`src/rtl/bwu_pkg.sv`:
```
`timescale 1ns / 1ps
`default_nettype none

package bwu_pkg;

  // Default number of block requests kept in flight.
  localparam int WINDOW_DEFAULT = 1;

  // Event codes carried in the mode field.
  localparam logic [1:0] MODE_START    = 2'd0;
  localparam logic [1:0] MODE_RESPONSE = 2'd1;
  localparam logic [1:0] MODE_TIMEOUT  = 2'd2;

  // Result kinds.
  localparam logic [1:0] KIND_BLOCK    = 2'd0;
  localparam logic [1:0] KIND_REJECT   = 2'd1;
  localparam logic [1:0] KIND_COMPLETE = 2'd2;
  localparam logic [1:0] KIND_FAIL     = 2'd3;

  // Reasons for rejecting a start request.
  localparam logic [1:0] REASON_ZERO_LENGTH = 2'd0;
  localparam logic [1:0] REASON_BUSY        = 2'd1;
  localparam logic [1:0] REASON_LINK_DOWN   = 2'd2;
  localparam logic [1:0] REASON_NO_SERVER   = 2'd3;

  // Response codes: 2.31 Continue and 2.04 Changed.
  localparam logic [7:0] CODE_CONTINUE = 8'd95;
  localparam logic [7:0] CODE_CHANGED  = 8'd68;

  // Block size exponent: reset value and largest meaningful value.
  localparam logic [2:0] EXP_RESET = 3'd6;
  localparam logic [2:0] EXP_MAX   = 3'd6;

  typedef struct packed {
    logic [1:0]  mode;
    logic [23:0] total_length;
    logic        link_ready;
    logic        server_available;
    logic [7:0]  response_code;
  } bwu_in_t;

  typedef struct packed {
    logic [1:0]  kind;
    logic [1:0]  reject_reason;
    logic [19:0] block_number;
    logic [23:0] byte_offset;
    logic [10:0] block_length;
    logic        more_blocks;
    logic        last;
  } bwu_out_t;

  // Work handed from the control stage to the result stage.
  typedef struct packed {
    logic [1:0]  kind;
    logic [1:0]  reason;
    logic [19:0] first_block;
    logic [23:0] length;
    logic [2:0]  exponent;
  } bwu_job_t;

  // Clamp the exponent: values above six mean 1024-byte blocks.
  function automatic logic [2:0] clamp_exp(input logic [2:0] e);
    clamp_exp = (e > EXP_MAX) ? EXP_MAX : e;
  endfunction

  // Bit shift giving the block size, 16 << e.
  function automatic logic [3:0] block_shift(input logic [2:0] e);
    block_shift = {1'b0, e} + 4'd4;
  endfunction

  // Block size in bytes for an already clamped exponent.
  function automatic logic [10:0] block_bytes(input logic [2:0] e);
    block_bytes = 11'd16 << e;
  endfunction

endpackage

`default_nettype wire

```
`src/rtl/bwu_ctrl.sv`:
```
`timescale 1ns / 1ps
`default_nettype none

module bwu_ctrl #(
  parameter int WINDOW = bwu_pkg::WINDOW_DEFAULT,
  localparam int CNT_W = $clog2(WINDOW + 1)
) (
  input  wire                clk,
  input  wire                rst_n,
  input  wire                cfg_we,
  input  wire [2:0]          cfg_wdata,
  input  wire                accept,
  input  bwu_pkg::bwu_in_t   item,
  output logic               job_valid,
  output bwu_pkg::bwu_job_t  job,
  output logic [CNT_W-1:0]   job_cnt
);

  logic [2:0]  exp_r;
  logic        busy_r, busy_nxt;
  logic [23:0] len_r, len_nxt;
  logic [23:0] acked_off_r, acked_off_nxt;
  logic [20:0] acked_blk_r, acked_blk_nxt;
  logic [20:0] next_blk_r, next_blk_nxt;

  logic [2:0]       exp_eff;
  logic [3:0]       shift;
  logic [10:0]      bs;
  logic [23:0]      issue_len;
  logic [20:0]      issue_nb;
  logic [24:0]      round_sum;
  logic [20:0]      total;
  logic [20:0]      diff;
  logic [CNT_W-1:0] issue_cnt;
  logic [23:0]      rem_ack;
  logic [23:0]      step;
  logic [23:0]      acked_new;
  logic [20:0]      blk_new;

  // Configuration register.
  always_ff @(posedge clk) begin
    if (!rst_n) begin
      exp_r <= bwu_pkg::EXP_RESET;
    end else if (cfg_we) begin
      exp_r <= cfg_wdata;
    end
  end

  // Block size for this step.
  assign exp_eff = bwu_pkg::clamp_exp(exp_r);
  assign shift   = bwu_pkg::block_shift(exp_eff);
  assign bs      = bwu_pkg::block_bytes(exp_eff);

  // Window sizing: a start issues from block zero, a continue from the next block.
  assign issue_len = (item.mode == bwu_pkg::MODE_START) ? item.total_length : len_r;
  assign issue_nb  = (item.mode == bwu_pkg::MODE_START) ? 21'd0 : next_blk_r;
  assign round_sum = {1'b0, issue_len} + 25'(bs) - 25'd1;
  assign total     = 21'(round_sum >> shift);
  assign diff      = total - issue_nb;

  always_comb begin
    if (total > issue_nb) begin
      issue_cnt = (diff > 21'(WINDOW)) ? CNT_W'(WINDOW) : diff[CNT_W-1:0];
    end else begin
      issue_cnt = '0;
    end
  end

  // Acknowledged position after a Continue.
  assign rem_ack   = len_r - acked_off_r;
  assign step      = (rem_ack > 24'(bs)) ? 24'(bs) : rem_ack;
  assign acked_new = acked_off_r + step;
  assign blk_new   = acked_blk_r + 21'd1;

  // Event handling and job generation.
  always_comb begin
    busy_nxt      = busy_r;
    len_nxt       = len_r;
    acked_off_nxt = acked_off_r;
    acked_blk_nxt = acked_blk_r;
    next_blk_nxt  = next_blk_r;
    job_valid     = 1'b0;
    job_cnt       = CNT_W'(1);
    job.kind        = bwu_pkg::KIND_BLOCK;
    job.reason      = bwu_pkg::REASON_ZERO_LENGTH;
    job.first_block = issue_nb[19:0];
    job.length      = issue_len;
    job.exponent    = exp_eff;

    if (accept) begin
      unique case (item.mode)
        bwu_pkg::MODE_START: begin
          job_valid = 1'b1;
          priority if (item.total_length == 24'd0) begin
            job.kind   = bwu_pkg::KIND_REJECT;
            job.reason = bwu_pkg::REASON_ZERO_LENGTH;
          end else if (busy_r) begin
            job.kind   = bwu_pkg::KIND_REJECT;
            job.reason = bwu_pkg::REASON_BUSY;
          end else if (!item.link_ready) begin
            job.kind   = bwu_pkg::KIND_REJECT;
            job.reason = bwu_pkg::REASON_LINK_DOWN;
          end else if (!item.server_available) begin
            job.kind   = bwu_pkg::KIND_REJECT;
            job.reason = bwu_pkg::REASON_NO_SERVER;
          end else begin
            busy_nxt      = 1'b1;
            len_nxt       = item.total_length;
            acked_off_nxt = 24'd0;
            acked_blk_nxt = 21'd0;
            next_blk_nxt  = 21'(issue_cnt);
            job_cnt       = issue_cnt;
            job_valid     = (issue_cnt != '0);
          end
        end
        bwu_pkg::MODE_RESPONSE: begin
          if (busy_r) begin
            priority if (item.response_code == bwu_pkg::CODE_CONTINUE) begin
              acked_off_nxt = acked_new;
              acked_blk_nxt = blk_new;
              if (acked_new < len_r) begin
                if (next_blk_r <= blk_new) begin
                  next_blk_nxt = next_blk_r + 21'(issue_cnt);
                  job_cnt      = issue_cnt;
                  job_valid    = (issue_cnt != '0);
                end
              end else begin
                busy_nxt      = 1'b0;
                len_nxt       = 24'd0;
                acked_off_nxt = 24'd0;
                acked_blk_nxt = 21'd0;
                next_blk_nxt  = 21'd0;
                job_valid     = 1'b1;
                job.kind      = bwu_pkg::KIND_COMPLETE;
              end
            end else if (item.response_code == bwu_pkg::CODE_CHANGED) begin
              busy_nxt      = 1'b0;
              len_nxt       = 24'd0;
              acked_off_nxt = 24'd0;
              acked_blk_nxt = 21'd0;
              next_blk_nxt  = 21'd0;
              job_valid     = 1'b1;
              job.kind      = bwu_pkg::KIND_COMPLETE;
            end else begin
              busy_nxt      = 1'b0;
              len_nxt       = 24'd0;
              acked_off_nxt = 24'd0;
              acked_blk_nxt = 21'd0;
              next_blk_nxt  = 21'd0;
              job_valid     = 1'b1;
              job.kind      = bwu_pkg::KIND_FAIL;
            end
          end
        end
        bwu_pkg::MODE_TIMEOUT: begin
          if (busy_r) begin
            busy_nxt      = 1'b0;
            len_nxt       = 24'd0;
            acked_off_nxt = 24'd0;
            acked_blk_nxt = 21'd0;
            next_blk_nxt  = 21'd0;
            job_valid     = 1'b1;
            job.kind      = bwu_pkg::KIND_FAIL;
          end
        end
        default: begin
        end
      endcase
    end
  end

  // Transfer state.
  always_ff @(posedge clk) begin
    if (!rst_n) begin
      busy_r      <= 1'b0;
      len_r       <= 24'd0;
      acked_off_r <= 24'd0;
      acked_blk_r <= 21'd0;
      next_blk_r  <= 21'd0;
    end else begin
      busy_r      <= busy_nxt;
      len_r       <= len_nxt;
      acked_off_r <= acked_off_nxt;
      acked_blk_r <= acked_blk_nxt;
      next_blk_r  <= next_blk_nxt;
    end
  end

endmodule

`default_nettype wire

```
`src/rtl/bwu_emit.sv`:
```
`timescale 1ns / 1ps
`default_nettype none

module bwu_emit #(
  parameter int WINDOW = bwu_pkg::WINDOW_DEFAULT,
  localparam int CNT_W = $clog2(WINDOW + 1)
) (
  input  wire                clk,
  input  wire                rst_n,
  input  wire                job_valid,
  input  bwu_pkg::bwu_job_t  job,
  input  wire [CNT_W-1:0]    job_cnt,
  output logic               job_ready,
  output logic               out_valid,
  input  wire                out_ready,
  output bwu_pkg::bwu_out_t  out_data
);

  logic              pend_r, pend_nxt;
  logic [CNT_W-1:0]  cnt_r, cnt_nxt;
  bwu_pkg::bwu_job_t job_r;
  logic [19:0]       nb_r;
  logic              out_valid_r;
  bwu_pkg::bwu_out_t out_r;

  logic              out_free;
  logic              fire;
  logic              final_res;
  logic [3:0]        shift;
  logic [10:0]       bs;
  logic [23:0]       off;
  logic [23:0]       rem;
  bwu_pkg::bwu_out_t res;

  // One result leaves the job register per cycle when the output register is free.
  assign out_free  = !out_valid_r || out_ready;
  assign fire      = pend_r && out_free;
  assign final_res = (cnt_r == CNT_W'(1));
  assign job_ready = !pend_r || (fire && final_res);

  // Build the current result from the held job.
  assign shift = bwu_pkg::block_shift(job_r.exponent);
  assign bs    = bwu_pkg::block_bytes(job_r.exponent);
  assign off   = 24'(nb_r) << shift;
  assign rem   = job_r.length - off;

  always_comb begin
    res      = '0;
    res.kind = job_r.kind;
    res.last = final_res;
    if (job_r.kind == bwu_pkg::KIND_BLOCK) begin
      res.block_number = nb_r;
      res.byte_offset  = off;
      res.more_blocks  = (rem > 24'(bs));
      res.block_length = (rem > 24'(bs)) ? bs : rem[10:0];
    end else begin
      res.reject_reason = (job_r.kind == bwu_pkg::KIND_REJECT) ? job_r.reason
                                                                : bwu_pkg::REASON_ZERO_LENGTH;
    end
  end

  // Job bookkeeping.
  always_comb begin
    pend_nxt = pend_r;
    cnt_nxt  = cnt_r;
    if (job_valid) begin
      pend_nxt = 1'b1;
      cnt_nxt  = job_cnt;
    end else if (fire) begin
      pend_nxt = !final_res;
      cnt_nxt  = cnt_r - CNT_W'(1);
    end
  end

  always_ff @(posedge clk) begin
    if (!rst_n) begin
      pend_r <= 1'b0;
      cnt_r  <= '0;
    end else begin
      pend_r <= pend_nxt;
      cnt_r  <= cnt_nxt;
    end
  end

  always_ff @(posedge clk) begin
    if (job_valid) begin
      job_r <= job;
      nb_r  <= job.first_block;
    end else if (fire) begin
      nb_r  <= nb_r + 20'd1;
    end
  end

  // Output register: holds a result until its transfer completes.
  always_ff @(posedge clk) begin
    if (!rst_n) begin
      out_valid_r <= 1'b0;
    end else if (out_free) begin
      out_valid_r <= pend_r;
    end
  end

  always_ff @(posedge clk) begin
    if (fire) begin
      out_r <= res;
    end
  end

  assign out_valid = out_valid_r;
  assign out_data  = out_r;

endmodule

`default_nettype wire

```
`src/rtl/blockwise_upload_sequencer_core.sv`:
```
`timescale 1ns / 1ps
`default_nettype none

// Sender-side sequencer for a blockwise upload.
// Input channel (in_valid/in_ready/in_data) carries start, response and
// timeout events; the result channel (out_valid/out_ready/out_data) carries
// block requests, start rejections and completion or failure notices, with
// last set on the final result caused by each event.
// cfg_we/cfg_wdata write the block size exponent (16 << exponent bytes,
// values above six mean 1024); write it only while no event or result is in
// flight. An open upload uses the new size from its next event onwards.
// An event's work is registered in the job register and its results then
// pass through the output register. Each event occupies the job register
// while it emits its results, one per cycle while the output register is
// free, so with a window of one a new event is taken every cycle while the
// receiver keeps up. Events that produce no result never occupy the job
// register.
// When the receiver stalls, the output register holds its result and the
// job register fills behind it; in_ready then drops until a slot frees.
// Reset (synchronous, rst_n low) clears the transfer state, empties both
// registers and sets the exponent to six.
module blockwise_upload_sequencer_core #(
  parameter int WINDOW = bwu_pkg::WINDOW_DEFAULT
) (
  input  wire               clk,
  input  wire               rst_n,
  input  wire               cfg_we,
  input  wire [2:0]         cfg_wdata,
  input  wire               in_valid,
  output logic              in_ready,
  input  bwu_pkg::bwu_in_t  in_data,
  output logic              out_valid,
  input  wire               out_ready,
  output bwu_pkg::bwu_out_t out_data
);

  localparam int CNT_W = $clog2(WINDOW + 1);

  logic              accept;
  logic              job_valid;
  logic              job_ready;
  bwu_pkg::bwu_job_t job;
  logic [CNT_W-1:0]  job_cnt;

  // An event is taken whenever the job register can take its work.
  assign in_ready = job_ready;
  assign accept   = in_valid && job_ready;

  bwu_ctrl #(
    .WINDOW (WINDOW)
  ) u_ctrl (
    .clk       (clk),
    .rst_n     (rst_n),
    .cfg_we    (cfg_we),
    .cfg_wdata (cfg_wdata),
    .accept    (accept),
    .item      (in_data),
    .job_valid (job_valid),
    .job       (job),
    .job_cnt   (job_cnt)
  );

  bwu_emit #(
    .WINDOW (WINDOW)
  ) u_emit (
    .clk       (clk),
    .rst_n     (rst_n),
    .job_valid (job_valid),
    .job       (job),
    .job_cnt   (job_cnt),
    .job_ready (job_ready),
    .out_valid (out_valid),
    .out_ready (out_ready),
    .out_data  (out_data)
  );

  // A new job always carries at least one result.
  assert property (@(posedge clk) disable iff (!rst_n)
    job_valid |-> (job_cnt != '0))
    else $error("job issued with no results");

  // Status jobs produce exactly one result.
  assert property (@(posedge clk) disable iff (!rst_n)
    (job_valid && (job.kind != bwu_pkg::KIND_BLOCK)) |-> (job_cnt == CNT_W'(1)))
    else $error("status job with more than one result");

  // Status results always close their event.
  assert property (@(posedge clk) disable iff (!rst_n)
    (out_valid && (out_data.kind != bwu_pkg::KIND_BLOCK)) |-> out_data.last)
    else $error("status result without last");

  // Block requests carry between one byte and one full block.
  assert property (@(posedge clk) disable iff (!rst_n)
    (out_valid && (out_data.kind == bwu_pkg::KIND_BLOCK)) |->
      ((out_data.block_length != 11'd0) && (out_data.block_length <= 11'd1024)))
    else $error("block request length out of range");

endmodule

`default_nettype wire

```
`config.mk`:
```
export PLATFORM = sky130hd
export DESIGN_NAME = blockwise_upload_sequencer_core
export DESIGN_NICKNAME = d
export VERILOG_FILES = /design/src/rtl/bwu_pkg.sv /design/src/rtl/bwu_ctrl.sv /design/src/rtl/bwu_emit.sv /design/src/rtl/blockwise_upload_sequencer_core.sv
export SDC_FILE = /design/constraint.sdc
export NUM_CORES = 1
export LEC_CHECK = 0
export CORE_MARGIN = 3
export CORE_UTILIZATION = 35
export DETAILED_ROUTE_END_ITERATION = 16
export DONT_BUFFER_PORTS = 1
export GPL_TIMING_DRIVEN = 0
export PLACE_DENSITY = 0.5
export SLEW_MARGIN = 20
export SYNTH_ARGS = -nofsm -noshare
export SYNTH_HDL_FRONTEND = slang
export SYNTH_SLANG_ARGS = --single-unit
```
`constraint.sdc`:
```
create_clock -name clk -period 8.9 [get_ports clk]
set_input_delay 0 -clock clk [delete_from_list [all_inputs] [get_ports clk]]
set_output_delay 0 -clock clk [all_outputs]
set_load 0.01 [all_outputs]
```
Yosys cells after proc, flatten, opt, wreduce, memory -nomap -nowiden:

Index checks and enable logic that the tools add are counted.

* register bits: 209
* latch bits: 0
* bits in writable memories: 0
* ROM bits: 0
* input bits: 44
* word-level logic and storage cells: 164
* memories kept: 0

* $add $sub $neg: 12
* multipliers: 0
* div/mod/pow operators: 0
* magnitude comparators: 7
* equality and inequality tests: 13
* shifts and indexed selects: 4
* muxes and demuxes: 83
* bitwise logic cells: 3
* reductions and logical operators: 20

Operators by type and width (number)
* $mux W24: 17
* $mux W21: 17
* $pmux W24 S3: 2
* $pmux W21 S3: 2
* $gt A24 B11 Y1: 2
* $sub A24 B24 Y24: 2
* $mux W20: 2
* $mux W1: 29
* $add A24 B11 Y25: 1
* $shr A25 B4 Y21: 1
* $sub A25 B1 Y25 const B: 1
* $add A24 B24 Y24: 1
* $logic_not A24 Y1: 1
* $lt A24 B24 Y1: 1
* $shl A20 B4 Y24: 1
* $shl A5 B3 Y11 const A: 2
* $add A21 B1 Y21: 1
* $add A21 B1 Y21 const B: 1
* $gt A21 B1 Y1 const B: 1
* $gt A21 B21 Y1: 1
* $le A21 B21 Y1: 1
* $sub A21 B21 Y21: 1
* $add A20 B1 Y20 const B: 1
* $reduce_and A9 Y1: 2
* other kinds (29): 51

Longest topological paths before layout:

* depth after elaboration: 17
* depth in mapped cells: 44
* mapped depth without buffers: 42

By module:

From an unflattened synthesis, not the netlist that was laid out.

* cells, all modules: 2331
* area total of the unflattened synthesis: 18971.9 µm²

By module, submodules not included
* bwu_ctrl: times used 1, cells an instance 1726, area each 12320.6 µm²
* bwu_emit: times used 1, cells an instance 604, area each 6645.1 µm²
* blockwise_upload_sequencer_core: times used 1, cells an instance 1, area each 6.3 µm²

Worst setup path before layout:

Ideal clock, no wire load.

* path type: register to register
* start: register u_ctrl.len_r[0]
* end: register u_emit.job_r[0] (netlist bit), enable pin
* library setup time: 386 ps
* data arrival time: 8140 ps
* data required time: 8514 ps
* slack: 375 ps
* cell stages (with the launch flop): 39
* buffers on the path: 1
* cell sequence: dfxtp_1 -> inv_1 -> ha_1 -> fa_1 -> nand2b_1 -> a21oi_1 -> o21ai_0 -> nor2b_1 -> xnor2_1 -> ha_1 -> nand3_1 -> or4_1 -> o32ai_1 -> nand4_1 -> nor4_1 -> nand4_1 -> nor3_1 -> and2_1 -> [... 3 more ...] -> nand2b_1 -> a21o_1 -> nor2b_1 -> o41ai_1 -> o21ai_0 -> o21ai_0 -> nand2b_1 -> xor2_1 -> ha_1 -> nand4_1 -> nor2_1 -> nand3_1 -> or3_1 -> nor3_1 -> a211o_2 -> nand2_4 -> buf_6 -> inv_1

* word-level cells in the longest chain between the ends: 14

Ends and longest elaborated chain
* start: declaration: line bwu_ctrl.sv:21 `logic [23:0] len_r, len_nxt;`
* start signal: assignment: line bwu_ctrl.sv:182 `len_r <= len_nxt;`
* $mux W24: line bwu_ctrl.sv:55 `assign issue_len = (item.mode == bwu_pkg::MODE_START) ? item.total_length : len_r;`
* $add A24 B11 Y25: line bwu_ctrl.sv:57 `assign round_sum = {1'b0, issue_len} + 25'(bs) - 25'd1;`
* $sub A25 B1 Y25: line bwu_ctrl.sv:57
* $shr A25 B4 Y21: line bwu_ctrl.sv:58 `assign total = 21'(round_sum >> shift);`
* $sub A21 B21 Y21: line bwu_ctrl.sv:59 `assign diff = total - issue_nb;`
* $gt A21 B1 Y1: line bwu_ctrl.sv:63 `issue_cnt = (diff > 21'(WINDOW)) ? CNT_W'(WINDOW) : diff[CNT_W-1:0];`
* $mux W1: line bwu_ctrl.sv:63
* $mux W1: line bwu_ctrl.sv:62 `if (total > issue_nb) begin`
* $mux W1 (on tied branches): line bwu_ctrl.sv:122, bwu_ctrl.sv:103
* $mux W1 (on tied branches): line bwu_ctrl.sv:121, bwu_ctrl.sv:100
* $mux W1 (on tied branches): line bwu_ctrl.sv:118, bwu_ctrl.sv:97
* $mux W1 (on tied branches): line bwu_ctrl.sv:117, bwu_ctrl.sv:94
* $pmux W1 S3 *: line bwu_ctrl.sv:91 `unique case (item.mode)`
* $mux W1 *: line bwu_ctrl.sv:90 `if (accept) begin`
* named net job_valid: line blockwise_upload_sequencer_core.sv:40 `logic job_valid;`
* end signal: assignment: line bwu_emit.sv:87 `job_r <= job;`
* end: declaration: line bwu_emit.sv:21 `bwu_pkg::bwu_job_t job_r;`

The timed path passes the listed nets; every way through them passes the cells marked *.
A chain may end at the register's enable or synchronous reset.

Worst setup path after layout:

* start: register u_ctrl.len_r[0]
* end: register u_emit.nb_r[16], enable pin

* word-level cells in the longest chain between the ends: 15

Ends and longest elaborated chain
* $mux W24: line bwu_ctrl.sv:55
* $add A24 B11 Y25: line bwu_ctrl.sv:57
* $sub A25 B1 Y25: line bwu_ctrl.sv:57
* $shr A25 B4 Y21: line bwu_ctrl.sv:58
* $sub A21 B21 Y21: line bwu_ctrl.sv:59
* $gt A21 B1 Y1: line bwu_ctrl.sv:63
* $mux W1: line bwu_ctrl.sv:63
* $mux W1: line bwu_ctrl.sv:62
* $mux W1 (on tied branches): line bwu_ctrl.sv:122, bwu_ctrl.sv:103
* $mux W1 (on tied branches): line bwu_ctrl.sv:121, bwu_ctrl.sv:100
* $mux W1 (on tied branches): line bwu_ctrl.sv:118, bwu_ctrl.sv:97
* $mux W1 (on tied branches): line bwu_ctrl.sv:117, bwu_ctrl.sv:94
* $pmux W1 S3 *: line bwu_ctrl.sv:91
* $mux W1 *: line bwu_ctrl.sv:90
* $reduce_bool A2 Y1 (no source line) *
* end signal: assignment: line bwu_emit.sv:88 `nb_r <= job.first_block;`
* end signal: assignment: line bwu_emit.sv:90 `nb_r <= nb_r + 20'd1;`
* end: declaration: line bwu_emit.sv:22 `logic [19:0] nb_r;`

Every way passes the cells marked *; elsewhere a longest branch is shown, timed or not.

==> results.cfg <==
[layout]
antenna_cells = 0
area_delta_synth_final_pct = 18.0
fillers = 5303
finalNonFillerCells = 3112
fin_util_pct = 41.8
final_nets = 2635
drive_above_1_share_pct = 11.6

[logic_synthesis]
yosys-top-cells-area = edfxtp_1 18%, ha_1 12%, dfxtp_1 10%
synthArstFlopShare_pct = 0
ys_ff_latch = 209
yosysSeqAreaShare_pct = 28.4
synthCells = 2273
ys_warn_count = 0
synth_top_area_share_pct = 18.0
synth_common_cells = 228 x nor2_1, 188 x a21oi_1, 186 x nand2_1, 183 x ha_1, 143 x inv_1
synth-edff-count = 112
synth_area_leader_cell = edfxtp_1
syn_avg_cell_area_sq_um = 8.21
ys_types = 96
synth_area_sq_um = 18700
synth.most_common_cell = nor2_1
ys.flop_type = edfxtp_1

[clock_tree]
insertion_delay_ns = 0.56
cts_tree = yes
cts_buffers = 27
cts_max_path_buffers = 3
cts-root-buf = clkbuf_16
htree_num_levels = 1
clk_pin_slew_ns = 0.07
cts.sink_count = 209

[grt]
grt_max_degree = 62
grt.overflow.total = 0
grt_pass1_vias = 16800
grt_pass1_wl_um = 98800
antenna_found_initial = 4
grt_use_total_pct = 22.5

[worst_setup_path]
crit_top_cell = nand4_1
arrival_ns = 8.87
path_max_fanout = 20
cp.required_ns = 9.15
start_kind = register
cp_slowest_cell = or3_1
max_stage_delay_ns = 0.48
cp-end-kind = register
critPathKind = register to register

[placement]
portBuffers = 0
gp_congestion = 0.958
pre_cts_slack_ns = -2.32
hpwl_um = 52000
place_inst = 2978

[timing]
setup_viol = 0
tns_ns = 0
finalCritPeriodShare_pct = 96.8
skew_ns = 0.0181
worstMarginPinSlew_ns = 0.980
setup_ws_ns = 0.281
whs_ns = 0.0538
hold_viol = 0
relSlewSlack_pct = 34.3
layout_min_cycle_time_ns = 8.62
max_freq_ghz = 0.116
finalMaxSlewViolations = 0

[die]
rows = 84
dieArea_sq_um = 56100
initial_core_util_pct = 35.4
core_sq_um = 52700
ios = 107
die_height_um = 237
die_w_um = 237

[pwr]
ir_worst_vdd_uv = 118
power_density_nw_per_um2 = 164
leakagePower_nw = 8.86

[routing]
ant_nets = 0
routed_wl_um = 66300
dr.pass1.iters = 5
first_iter_violations = 1322
via_per_inst = 5.61
dr_total_vias = 17400
wl_per_cell_um = 21.3
drc = 0

[hold_path]
min_path_type = primary input to register

[status]
status = completed

[flow_run]
cap_violations = 0
[cell families (layout without fill, tap and decap cells)]
kind of cell	Yosys count	after routing	share of synthesized area, %
xor gates and xnor gates	111	111	5.21
buffers and inverters	243	377	5.18
muxes	92	92	5.20
and+or+nand+nor	826	826	22.2
AOI/OAI and AO/OA	603	603	21.1
DFF	209	209	28.4
adders and majority gates	187	187	12.7
other	2	19	0.0402
[power breakdown]
part,leakage (nW),switching [mW],total [mW],internal (mW)
clock,0.451,0.442,1.12,0.673
sequential,1.81,0.0496,1.13,1.08
combinational,6.59,0.841,1.38,0.540
[repair_timing]
item	4_1_cts	5_1_grt
hold buffers	36	0
setup endpoints to repair	165	165
buffers inserted	34	18
resized for setup	96	85
pin swaps	22	56
hold endpoints to repair	75	0
cloned	3	1
[cell type report]
type	count	area, sq um	area share, %
multi-input combinational	1838	13000	59.2
sequential	209	5320	24.2
timing repair buffer	90	881	4.00
tap	688	861	3.91
clock buffer	33	738	3.35
inverter	147	562	2.55
buffer	90	465	2.11
clock inverter	16	161	0.733
timing repair inverter	1	7.51	0.0341
[flip-flops by register name, summed over array words and instances (netlist names)]
register            count
u_emit.out_data        61
u_emit.nb_r            20
u_emit.cnt_r            1
u_ctrl.exp_r            3
u_ctrl.acked_off_r     24
u_emit.pend_r           1
u_ctrl.next_blk_r      21
u_ctrl.busy_r           1
u_ctrl.len_r           24
u_emit.out_valid        1
u_emit.job_r           31
u_ctrl.acked_blk_r     21
[stage by stage]
step / power, mW / instance area (sq um)
3_3_place_gp: 2.38 / 19600
4_1_cts: 3.59 / 21600
6_report: 3.62 / 22000
3_5_place_dp: 2.39 / 19600
2_1_floorplan: 2.05 / 18700
5_1_grt: 3.82 / 22000
[placed cells by master (no fill, tap or decap), drive strengths merged, types with 15 or more instances in the layout]
cell type,Yosys,final
a21o,54,54
dfxtp,97,97
buf,24,75
nor2b,25,25
a211oi,22,22
xor2,32,32
nor2,230,230
ha,183,183
a21oi,190,190
nand4,30,30
nand2,187,187
a22oi,16,16
nor3,57,57
edfxtp,112,112
conb,2,19
and2,41,41
xnor2,79,79
nand3,56,56
and3,42,42
nand2b,47,47
dlygate4sd3,0,36
o21a,50,50
inv,146,146
nor3b,32,32
nand3b,15,15
clkbuf,72,101
o211ai,22,22
o21ai,116,116
mux2i,80,80
nor4,22,22
[worst max-delay path, delay by kind of cell (launching register included)]
| kind | cells | cell delay, ns |
|---|---|---|
| AND/OR/NAND/NOR | 19 | 3.87 |
| XOR/XNOR | 2 | 0.29 |
| AO/OA/AOI/OAI | 11 | 2.08 |
| flip-flops | 1 | 0.37 |
| adder cells (fa/ha/maj) | 5 | 1.33 |
| buffers and inverters | 3 | 0.37 |
[worst paths after layout]
check                                      from               end  slack [ns]  depth (start not counted)
worst max-delay path            u_ctrl.len_r[0]   u_emit.nb_r[16]        0.28                         40
worst min-delay path                in_data[35]      u_emit.cnt_r        0.05                          4
worst max register to register  u_ctrl.len_r[0]   u_emit.nb_r[16]        0.28                         40
worst min register to register    u_emit.pend_r  u_emit.out_valid        0.46                          2
[metal layers]
| layer | share of wire, % | track usage (%) | wire length, um |
|---|---|---|---|
| met1 | 44 | 28.6 | 29000 |
| met2 | 48 | 38.9 | 31700 |
| met3 | 4.4 | 3.06 | 2920 |
| met4 | 4.1 | 8.17 | 2740 |
| met5 | 0.057 | 0 | 38 |
No activity file was read; power rests on OpenSTA's default activity.
